## src/rtl/core/minv_pkg.sv

```systemverilog
// Package with shared constants, types and helpers of the 4x4 matrix inverse.
`timescale 1ns / 1ps
package minv_pkg;

  localparam int MINV_ELEMENT_WIDTH = 32;
  localparam int MINV_FRAC_BITS = 16;
  // Slice width of the wide operand in the shared multiplier.
  localparam int MINV_CHUNK = 16;

  typedef enum logic [1:0] {
    YS_ELEM  = 2'd0,
    YS_MINOR = 2'd1,
    YS_COF   = 2'd2
  } minv_ysrc_t;

  typedef struct packed {
    logic       wr_en;
    logic [1:0] wr_row;
    logic [1:0] mat_row;
    logic [3:0] cof_addr;
    logic       ld_y;
    minv_ysrc_t ysrc;
    logic [1:0] ycol;
    logic [1:0] ymin;
    logic       ld_x;
    logic [1:0] xcol;
    logic       acc_en;
    logic       acc_clr;
    logic       acc_sub;
    logic       st_minor;
    logic [1:0] st_idx;
    logic       st_cof;
    logic       st_det;
    logic       dmag_en;
    logic       div_load;
    logic       div_pre;
    logic       div_chk;
    logic       div_step;
    logic       div_fin;
    logic [1:0] div_col;
    logic       emit;
  } minv_cmd_t;

  typedef struct packed {
    logic mul_done;
    logic div_last;
  } minv_status_t;

  // Index n of the three values in 0..3 that remain when s is removed.
  function automatic logic [1:0] minv_skip(input logic [1:0] n, input logic [1:0] s);
    return n + {1'b0, (n >= s)};
  endfunction

endpackage

```

## src/rtl/core/minv_ctrl.sv

```systemverilog
// Sequencer that walks the cofactor, determinant and division steps.
`timescale 1ns / 1ps
module minv_ctrl import minv_pkg::*; (
  input  logic         clk,
  input  logic         rst,
  input  logic         start,
  input  minv_status_t status,
  output minv_cmd_t    cmd,
  output logic         busy,
  output logic         valid,
  output logic         last_row
);

  typedef enum logic [14:0] {
    S_IDLE  = 15'b000000000000001,
    S_RDY   = 15'b000000000000010,
    S_LDY   = 15'b000000000000100,
    S_LDX   = 15'b000000000001000,
    S_MUL   = 15'b000000000010000,
    S_ACC   = 15'b000000000100000,
    S_STORE = 15'b000000001000000,
    S_DMAG  = 15'b000000010000000,
    S_DRD   = 15'b000000100000000,
    S_DLD   = 15'b000001000000000,
    S_DPRE  = 15'b000010000000000,
    S_DCHK  = 15'b000100000000000,
    S_DIT   = 15'b001000000000000,
    S_DFIN  = 15'b010000000000000,
    S_EMIT  = 15'b100000000000000
  } state_t;

  typedef enum logic [3:0] {
    PH_MINOR = 4'b0001,
    PH_SUM   = 4'b0010,
    PH_DET   = 4'b0100,
    PH_DIV   = 4'b1000
  } phase_t;

  state_t     state, state_next;
  phase_t     phase, phase_next;
  logic [1:0] r, r_next, c, c_next, m, m_next, k, k_next, rc, rc_next;

  logic [1:0] rr0, rr1, rr2, kk0, kk1, kk2, pc, qc, kc;
  logic [1:0] xrow, xcol, yrow, ycol;
  logic [3:0] op_cof;
  minv_ysrc_t ysrc;
  logic       op_sub, op_last;

  always_comb begin
    rr0 = minv_skip(2'd0, r);
    rr1 = minv_skip(2'd1, r);
    rr2 = minv_skip(2'd2, r);
    kk0 = minv_skip(2'd0, c);
    kk1 = minv_skip(2'd1, c);
    kk2 = minv_skip(2'd2, c);
    kc  = minv_skip(k, c);
    pc  = (m == 2'd0) ? kk1 : kk0;
    qc  = (m == 2'd2) ? kk1 : kk2;
    xrow = rr1;
    xcol = (k == 2'd0) ? pc : qc;
    yrow = rr2;
    ycol = (k == 2'd0) ? qc : pc;
    ysrc = YS_ELEM;
    op_sub = (k == 2'd1);
    op_last = (k == 2'd1);
    op_cof = {c, r};
    case (phase)
      PH_MINOR: begin
      end
      PH_SUM: begin
        xrow = rr0;
        xcol = kc;
        ysrc = YS_MINOR;
        op_sub = (k == 2'd1) ^ r[0] ^ c[0];
        op_last = (k == 2'd2);
      end
      PH_DET: begin
        xrow = 2'd0;
        xcol = k;
        ysrc = YS_COF;
        op_sub = 1'b0;
        op_last = (k == 2'd3);
        op_cof = {k, 2'b00};
      end
      PH_DIV: begin
        op_cof = {r, c};
      end
      default: begin
      end
    endcase
  end

  always_comb begin
    cmd = '0;
    state_next = state;
    phase_next = phase;
    r_next = r;
    c_next = c;
    m_next = m;
    k_next = k;
    rc_next = rc;
    cmd.cof_addr = op_cof;
    cmd.ysrc = ysrc;
    cmd.ycol = ycol;
    cmd.ymin = k;
    cmd.xcol = xcol;
    cmd.acc_clr = (k == 2'd0);
    cmd.acc_sub = op_sub;
    cmd.st_idx = m;
    cmd.div_col = c;
    cmd.wr_row = rc;
    cmd.mat_row = yrow;
    case (state)
      S_IDLE: begin
        if (start) begin
          cmd.wr_en = 1'b1;
          rc_next = rc + 2'd1;
          if (rc == 2'd3) begin
            state_next = S_RDY;
            phase_next = PH_MINOR;
            r_next = '0;
            c_next = '0;
            m_next = '0;
            k_next = '0;
          end
        end
      end
      S_RDY: begin
        state_next = S_LDY;
      end
      S_LDY: begin
        cmd.ld_y = 1'b1;
        cmd.mat_row = xrow;
        state_next = S_LDX;
      end
      S_LDX: begin
        cmd.ld_x = 1'b1;
        state_next = S_MUL;
      end
      S_MUL: begin
        if (status.mul_done) begin
          state_next = S_ACC;
        end
      end
      S_ACC: begin
        cmd.acc_en = 1'b1;
        if (op_last) begin
          state_next = S_STORE;
        end else begin
          k_next = k + 2'd1;
          state_next = S_RDY;
        end
      end
      S_STORE: begin
        k_next = '0;
        state_next = S_RDY;
        case (phase)
          PH_MINOR: begin
            cmd.st_minor = 1'b1;
            if (m == 2'd2) begin
              m_next = '0;
              phase_next = PH_SUM;
            end else begin
              m_next = m + 2'd1;
            end
          end
          PH_SUM: begin
            cmd.st_cof = 1'b1;
            phase_next = PH_MINOR;
            c_next = c + 2'd1;
            if (c == 2'd3) begin
              r_next = r + 2'd1;
              if (r == 2'd3) begin
                phase_next = PH_DET;
              end
            end
          end
          default: begin
            cmd.st_det = 1'b1;
            phase_next = PH_DIV;
            r_next = '0;
            c_next = '0;
            state_next = S_DMAG;
          end
        endcase
      end
      S_DMAG: begin
        cmd.dmag_en = 1'b1;
        state_next = S_DRD;
      end
      S_DRD: begin
        state_next = S_DLD;
      end
      S_DLD: begin
        cmd.div_load = 1'b1;
        state_next = S_DPRE;
      end
      S_DPRE: begin
        cmd.div_pre = 1'b1;
        state_next = S_DCHK;
      end
      S_DCHK: begin
        cmd.div_chk = 1'b1;
        state_next = S_DIT;
      end
      S_DIT: begin
        cmd.div_step = 1'b1;
        if (status.div_last) begin
          state_next = S_DFIN;
        end
      end
      S_DFIN: begin
        cmd.div_fin = 1'b1;
        if (c == 2'd3) begin
          state_next = S_EMIT;
        end else begin
          c_next = c + 2'd1;
          state_next = S_DRD;
        end
      end
      S_EMIT: begin
        cmd.emit = 1'b1;
        c_next = '0;
        r_next = r + 2'd1;
        state_next = (r == 2'd3) ? S_IDLE : S_DRD;
      end
      default: begin
        state_next = S_IDLE;
      end
    endcase
  end

  always_ff @(posedge clk) begin
    if (rst) begin
      state <= S_IDLE;
      phase <= PH_MINOR;
      r <= '0;
      c <= '0;
      m <= '0;
      k <= '0;
      rc <= '0;
    end else begin
      state <= state_next;
      phase <= phase_next;
      r <= r_next;
      c <= c_next;
      m <= m_next;
      k <= k_next;
      rc <= rc_next;
    end
  end

  assign busy = (state != S_IDLE);
  assign valid = (state == S_EMIT);
  assign last_row = (state == S_EMIT) && (r == 2'd3);

endmodule

```

## config.mk

```make
export PLATFORM = sky130hd
export DESIGN_NAME = minv_ctrl
export DESIGN_NICKNAME = d
export VERILOG_FILES = /design/src/rtl/core/minv_pkg.sv /design/src/rtl/core/minv_ctrl.sv
export SDC_FILE = /design/constraint.sdc
export NUM_CORES = 1
export LEC_CHECK = 0
export BUFFER_PORTS_ARGS = -buffer_cell sky130_fd_sc_hd__buf_2
export CAP_MARGIN = 20
export CORE_MARGIN = 2
export CORE_UTILIZATION = 50
export CTS_CLUSTER_DIAMETER = 40
export DETAILED_ROUTE_END_ITERATION = 8
export HOLD_SLACK_MARGIN = 0.03
export PLACE_DENSITY = 0.74
export SYNTH_ARGS = -nofsm -noshare
export SYNTH_HDL_FRONTEND = slang
export SYNTH_SLANG_ARGS = --single-unit
```

## constraint.sdc

```tcl
create_clock -name clk -period 3.35 [get_ports clk]
set_clock_uncertainty 0.2 [all_clocks]
set_input_delay 0.335 -clock clk [delete_from_list [all_inputs] [get_ports clk]]
set_output_delay 0.335 -clock clk [all_outputs]
set_load 0.01 [all_outputs]
```

Word-level counts from Yosys, hierarchy flattened
Index checks and enable logic that the tools add are counted.

Flip-flop bits (word level): 29. Bits in latches: 0. RAM bits: 0. Memory bits (read-only): 0. Input bits: 5. Output and inout bits: 39. Word-level logic and storage cells: 135. Memories: 0.

$add $sub $neg: 10. Multiply operators: 0. Divide/modulo/power cells: 0. $lt $le $gt $ge: 7. Equality and inequality tests: 37. Shifts and indexed selects: 0. Multiplexer cells: 57. Bitwise operators: 2. Reductions and logical operators: 15.

Operators by type and width (number): $pmux W15 S15 (1); $mux W15 (5); $mux W2 (13); $pmux W2 S2 (6); $pmux W4 S2 (3); $mux W1 (16); $mux W4 (4); $reduce_and A4 Y1 (4); $eq A15 B1 Y1 const B (1); $eq A15 B10 Y1 const B (1); $eq A15 B11 Y1 const B (1); $eq A15 B12 Y1 const B (1); $eq A15 B13 Y1 const B (1); $eq A15 B14 Y1 const B (1); $eq A15 B15 Y1 const B (1); $eq A15 B2 Y1 const B (1); $eq A15 B3 Y1 const B (1); $eq A15 B4 Y1 const B (1); $eq A15 B5 Y1 const B (1); $eq A15 B6 Y1 const B (1); $eq A15 B7 Y1 const B (1); $eq A15 B8 Y1 const B (1); $eq A15 B9 Y1 const B (1); $ne A15 B1 Y1 const B (1); other kinds (32) (60).

Depth between registers and ports, before layout
Gate-level depths: netlist of the first run.

Depth after elaboration: 5. Mapped depth: 9. Mapped depth without buffers: 9.

Worst setup path before layout of the first run
Ideal clock, no wire load.

Path type: flip-flop to output port. From: register state[10]. To: output cmd[31] (netlist name). Arrival: 1828 ps. Data required time: 2815 ps. Setup slack: 987 ps. Stages on the path, launching flop included: 6. Path buffers: 1. Cell sequence: dfxtp_1 -> buf_2 -> nor4_4 -> nand4_1 -> nor3_1 -> mux2i_1.

RTL lines: from (decl) (line minv_ctrl.sv:39) `state_t state, state_next;`; from (signal assigned) (line minv_ctrl.sv:243) `state <= state_next;`; to (decl) (line minv_ctrl.sv:8) `output minv_cmd_t cmd,`.

==> reports/results.tsv, run 1 <==
metric	value	unit
status	complete, no violations	
routed_via_density	5.89	
cts_buffers	5	
slew_viol_final	0	
grt_pass1_wl	9630	um
areaGrowthSynthToFinish	15.5	%
reg2reg_to	state[14]$_SDFFE_PP0P_	
layout_worst_path_cycle_share	0.836	
critical-path-slowest-cell	nor4_4	
grt_max_degree	17	
cp.arrival	2260	ps
ys_warn_count	0	
cts_resized	0	
detail_route.wl_per_cell	15.2	um
core_area	0.00429	mm2
worstSetupStartpointType	flop	
yosysMostFrequentCell	nor2_1	
end_kind	output pin	
ant_nets	0	
path_buf_inv	1	
hp-start	status[1]	
hold_viol_final	0	
cts.sinks	29	
pre_cts_ws	804	ps
dieArea	0.00493	mm2
worstPathRequired	2810	ps
cts_root_buf	clkbuf_8	
ys_seq_area_frac	0.265	
power.density	369	mW/mm2
portBuffers	43	
tightest_slew	495	ps
nNetsFinal	343	
cts_setup_buffers	0	
tritoncts	done	
postRouteWirelength	5740	um
r2r_start	state[8]$_SDFFE_PP0P_	
synth_top_area_cell	dfxtp_1	
synth_area_per_cell	7.64	um2
io_pins	44	
dieWidth	70.2	um
post-dp-hpwl	4380	um
cap_violations	0	
synthTopCellsByArea	dfxtp_1, ha_1, nor2_1	
crit_chain	nor4_4, nand4_1, nor3_1, mux2i_1, buf_2	
netlist_top_cells_count	nor2_1, dfxtp_1, nand2_1, o21ai_0, inv_1	
start_util	0.510	
cp_slowest_stage_delay	520	ps
antenna_found_initial	0	
gr-total-overflow	0	
path_max_fanout	10	
htreeDepth	2	
ys_ff_latch	29	
grt_pass1_vias	2018	
hold_end	state[12]$_SDFFE_PP0P_	
die_y	70.2	um
ctsHoldBuffers	0	
ir_worst_vdd	0.000240	V
rsz0062_at_grt	false	
synthesis.area	0.00219	mm2
place.gp.congestion	0.913	
synth_edf_count	0	
cp_top_family	simple AND/OR/NAND/NOR gates	
gr-usage-all-layers	0.246	
relSlewSlack	0.668	
synthFlopType	dfxtp_1	
fin_ws	550	ps
clockBufferDepth	2	
reg2reg_depth	6	
synth_top_area_frac	0.265	
n_antenna_cell	0	
clk_pin_slew	70	ps
yosysUniqueCellTypes	54	
fin_crit	2800	ps
rows	24	
hold_class	primary input to flop	
whs_path_depth	2	
vias	2219	
critical_path_class	flop to output pin	
first_pass_iters	4	
nFillCells	420	
clk_latency	290	ps
fin_tns_setup	0	ps
route.detailed.drc	0	
p_leak	0.00110	uW
postSynth.asyncResetShare	0	
drt_iter0_markers	149	
r2r_slack	760	ps
synth_nets	306	
finalSetupViolations	0	
syn-instance-count	287	
drive_above_1_share	0.209	
clock.fmax	0.357	GHz
sequential cells by signal (all words and copies together) (netlist names):
signal and cells:
state 15, phase 4, c 2, k 2, m 2, r 2
rc 2
cell families (layout without fill, tap and decap cells):
group	after synthesis	after routing	share of synthesized area
xor gates and xnor gates	7	7	0.0280
adders and majority gates	14	14	0.0799
muxes	3	3	0.0143
DFF	29	29	0.265
and+or+nand+nor	147	147	0.385
AOI/OAI and AO/OA	55	55	0.163
buffers and inverters	32	70	0.0651
per-layer routing:
| layer | up-vias | wire (um) | GRT usage |
|---|---|---|---|
| met5 | - | 0 | 0 |
| met2 | 74 | 2590 | 0.393 |
| met3 | 12 | 294 | 0.0447 |
| met1 | 1027 | 2740 | 0.330 |
| met4 | 0 | 125 | 0.0940 |
| li1 | 1106 | - | - |
worst max-delay path by stage:
stage	startpoint	endpoint	slack, ps	depth (start not counted)
final	state[8]$_SDFFE_PP0P_	cmd[31]	550	5
after global routing	state[8]$_SDFFE_PP0P_	cmd[31]	320	5
after CTS	state[8]$_SDFFE_PP0P_	cmd[31]	540	5
after detailed placement	state[8]$_SDFFE_PP0P_	state[11]$_SDFFE_PP0P_	800	6
after global placement	state[8]$_SDFFE_PP0P_	state[9]$_SDFFE_PP0P_	880	6
after floorplan	state[10]$_SDFFE_PP0P_	cmd[31]	990	5
where the power goes:
group	switching [uW]	leakage [uW]	internal (uW)	total [uW]
sequential	16.1	0.000234	357	373
clock	149	0.0000574	242	391
combinational	108	0.000813	62.2	170
total	273	0.00110	661	934
area by class of cell:
cell class	instances	area (um2)	area share
repair buffers	46	238	0.0939
inverters	16	60.1	0.0237
multi-input cells	226	1470	0.580
well taps	52	65.1	0.0257
clock inverters	2	37.5	0.0148
clock buffers	6	82.6	0.0326
flip-flops and latches	29	581	0.229
per-stage QoR:
stage | hold WS, ps | instance area, um2 | std cells | power, uW | utilization
after CTS | 152 | 2530 | 377 | 936 | 0.590
after global routing | 152 | 2530 | 377 | 978 | 0.590
after floorplan | 204 | 2190 | 287 | 498 | -
after detailed placement | 276 | 2410 | 369 | 549 | 0.562
after global placement | 268 | 2410 | 369 | 547 | 0.562
final | 152 | 2530 | 377 | 934 | 0.590
placed cells by master (no fill, tap or decap), types with 3 or more instances in the layout:
cell / synthesis / final
nor2b_1: 4 / 4
nand3_1: 6 / 6
a21oi_1: 15 / 15
nand4_1: 10 / 10
buf_4: 5 / 3
xor2_1: 6 / 6
clkbuf_8: 0 / 6
nor4_1: 5 / 5
nor3b_1: 6 / 6
inv_1: 16 / 16
nand2_1: 28 / 28
nor2_1: 39 / 39
nand3b_1: 4 / 4
nor4b_1: 7 / 7
buf_2: 3 / 43
nor3_1: 10 / 10
or3b_1: 3 / 3
or3_1: 4 / 4
o21ai_0: 19 / 19
dfxtp_1: 29 / 29
ha_1: 14 / 14
Note: power is estimated with default switching activity, not from simulation.
==> inputs of run 2 (changes only) <==
ABC_AREA = 1   (was default)
PLACE_DENSITY = 0.73   (was 0.74)
clock period = 2.8 ns   (was 3.35 ns; I/O delays follow)
==> run 2 against run 1 <==
Via count decreased by 0.86%. Cell area up 3.1%. Critical path depth is 3 higher. Power up 91%. Sequential power up 42%. Critical path type unchanged. Critical endpoint is now cmd[17].
==> reports/results.tsv, run 2 <==
metric	value	unit
synth_top_area_cell	dfxtp_1	
synthesis.area	0.00229	mm2
ant_nets	0	
grt_pass1_wl	9290	um
clockBufferDepth	2	
start_util	0.523	
final_common_cell	nand2_1	
top_usage_layer	met2	
crit_chain	inv_1, ha_1, o21ai_0, nand2_1, ha_1, a211oi_1, nor2_1, buf_2	
path_max_fanout	6	
grt_pass1_vias	2039	
syn-instance-count	333	
antenna_found_initial	0	
yosysMostFrequentCell	nand2_1	
largestRegisters	state x15, phase x4	
cap_violations	0	
rows	24	
io_pins	44	
r2r_start	state[8]$_SDFFE_PP0P_	
place.gp.congestion	0.863	
worstSetupStartpointType	flop	
relSlewSlack	0.726	
end_kind	output pin	
htreeDepth	2	
reg2reg_depth	10	
whs_path_depth	4	
fin_ws	269	ps
hold_end	rc[1]$_SDFFE_PP0P_	
path_buf_inv	2	
portBuffers	43	
drt_iter0_markers	78	
largest_reg_flops	15	
first_pass_iters	5	
tightest_slew	411	ps
dieWidth	71.7	um
grt_max_degree	17	
synth_nets	352	
ys_seq_area_frac	0.253	
ys_ff_latch	29	
cts_root_buf	clkbuf_8	
route.detailed.drc	0	
gr-usage-all-layers	0.231	
hold_viol_final	0	
cp.arrival	2050	ps
hold_class	primary input to flop	
areaGrowthSynthToFinish	14.0	%
detail_route.wl_per_cell	12.7	um
clk_pin_slew	60	ps
clock.fmax	0.395	GHz
ys_warn_count	0	
top_register	state	
final_cell_mix	nand2_1, nor2_1, inv_1, buf_2, dfxtp_1	
cts_setup_buffers	0	
cp_top_family	adder cells	
rsz0062_at_grt	false	
gr-usage-met2	0.373	
synth_area_per_cell	6.88	um2
synth_top_area_frac	0.253	
yosysUniqueCellTypes	38	
ir_worst_vdd	0.000370	V
reg2reg_to	phase[0]$_SDFFE_PP1P_	
worstPathRequired	2320	ps
groute.layer.met3.usage	0.0436	
dieArea	0.00514	mm2
routed_via_density	5.13	
cp_slowest_stage_delay	430	ps
netlist_top_cells_count	nand2_1, nor2_1, inv_1, dfxtp_1, nand3_1	
clk_latency	280	ps
pre_cts_ws	599	ps
n_antenna_cell	0	
critical_path_class	flop to output pin	
cts_resized	0	
die_y	71.7	um
finalSetupViolations	0	
synthFlopType	dfxtp_1	
core_area	0.00438	mm2
ctsHoldBuffers	0	
vias	2200	
status	complete, no violations	
power.density	684	mW/mm2
cts_buffers	5	
layout_worst_path_cycle_share	0.904	
cts.sinks	29	
gr-total-overflow	0	
crit_top_cell	ha_1	
synthTopCellsByArea	dfxtp_1, nand2_1, nor2_1	
fin_crit	2530	ps
whs	179	ps
r2r_slack	880	ps
met1_usage	0.304	
p_leak	0.00143	uW
nNetsFinal	396	
synth_edf_count	0	
fin_tns_setup	0	ps
drive_above_1_share	0.249	
post-dp-hpwl	4290	um
tritoncts	done	
postRouteWirelength	5460	um
slew_viol_final	0	
postSynth.asyncResetShare	0	
critical-path-slowest-cell	dfxtp_1	
hp-start	start	
==> run 2: worst register-to-register path, cell delays in order, from the launching register on <==
cell and delay [ps]:
dfxtp_1 340, nor2_4 140, nand2_2 130, nor2_8 300, nand3_2 190, nand2_1 110
clkinv_1 100, nand2_4 110, inv_2 60, nand2_1 60, nand3_1 60
==> run 2: routing by layer <==
layer / share of wire / vias to the layer above
li1: - / 1145
met1: 0.48 / 1000
met2: 0.46 / 45
met3: 0.042 / 10
met4: 0.020 / 0
met5: 0 / -
==> run 2: where the power goes <==
part           leakage (uW)  switching (uW)  internal [uW]
combinational       0.00115             595            309
sequential         0.000236            61.2            470
clock             0.0000443             157            195
==> run 2: how the worst max path moves through the flow <==
stage,from,to,slack (ps),cells past startpoint
6_report,k[0]$_SDFFE_PP0P_,cmd[17],270,8
5_1_grt,k[0]$_SDFFE_PP0P_,cmd[17],110,8
4_1_cts,k[0]$_SDFFE_PP0P_,cmd[17],270,8
3_5_place_dp,k[0]$_SDFFE_PP0P_,cmd[17],600,8
3_3_place_gp,k[0]$_SDFFE_PP0P_,cmd[17],610,8
2_1_floorplan,k[0]$_SDFFE_PP0P_,cmd[17],730,7
==> run 2: logic make-up after synthesis <==
family | count (synthesis) | share of synthesized area
simple gates | 190 | 0.445
buf+inv | 63 | 0.117
compound gates | 32 | 0.0885
flops | 29 | 0.253
fa+ha+maj | 14 | 0.0765
xor+xnor | 4 | 0.0153
mux | 1 | 0.00437
==> run 2: layout make-up <==
type / count / area [um2]
fillers: 443 / 1770
multi-input cells: 241 / 1440
flip-flops and latches: 29 / 581
repair buffers: 44 / 223
inverters: 56 / 214
clock buffers: 7 / 86.3
well taps: 52 / 65.1
==> run 2: stage by stage <==
step	utilization	cells	total power [uW]	instance area (um2)
CTS	0.596	429	1790	2610
finish	0.596	429	1790	2610
global route	0.596	429	1920	2610
global placement	0.576	422	1420	2520
detailed placement	0.576	422	1430	2520
floorplan	-	333	1230	2290
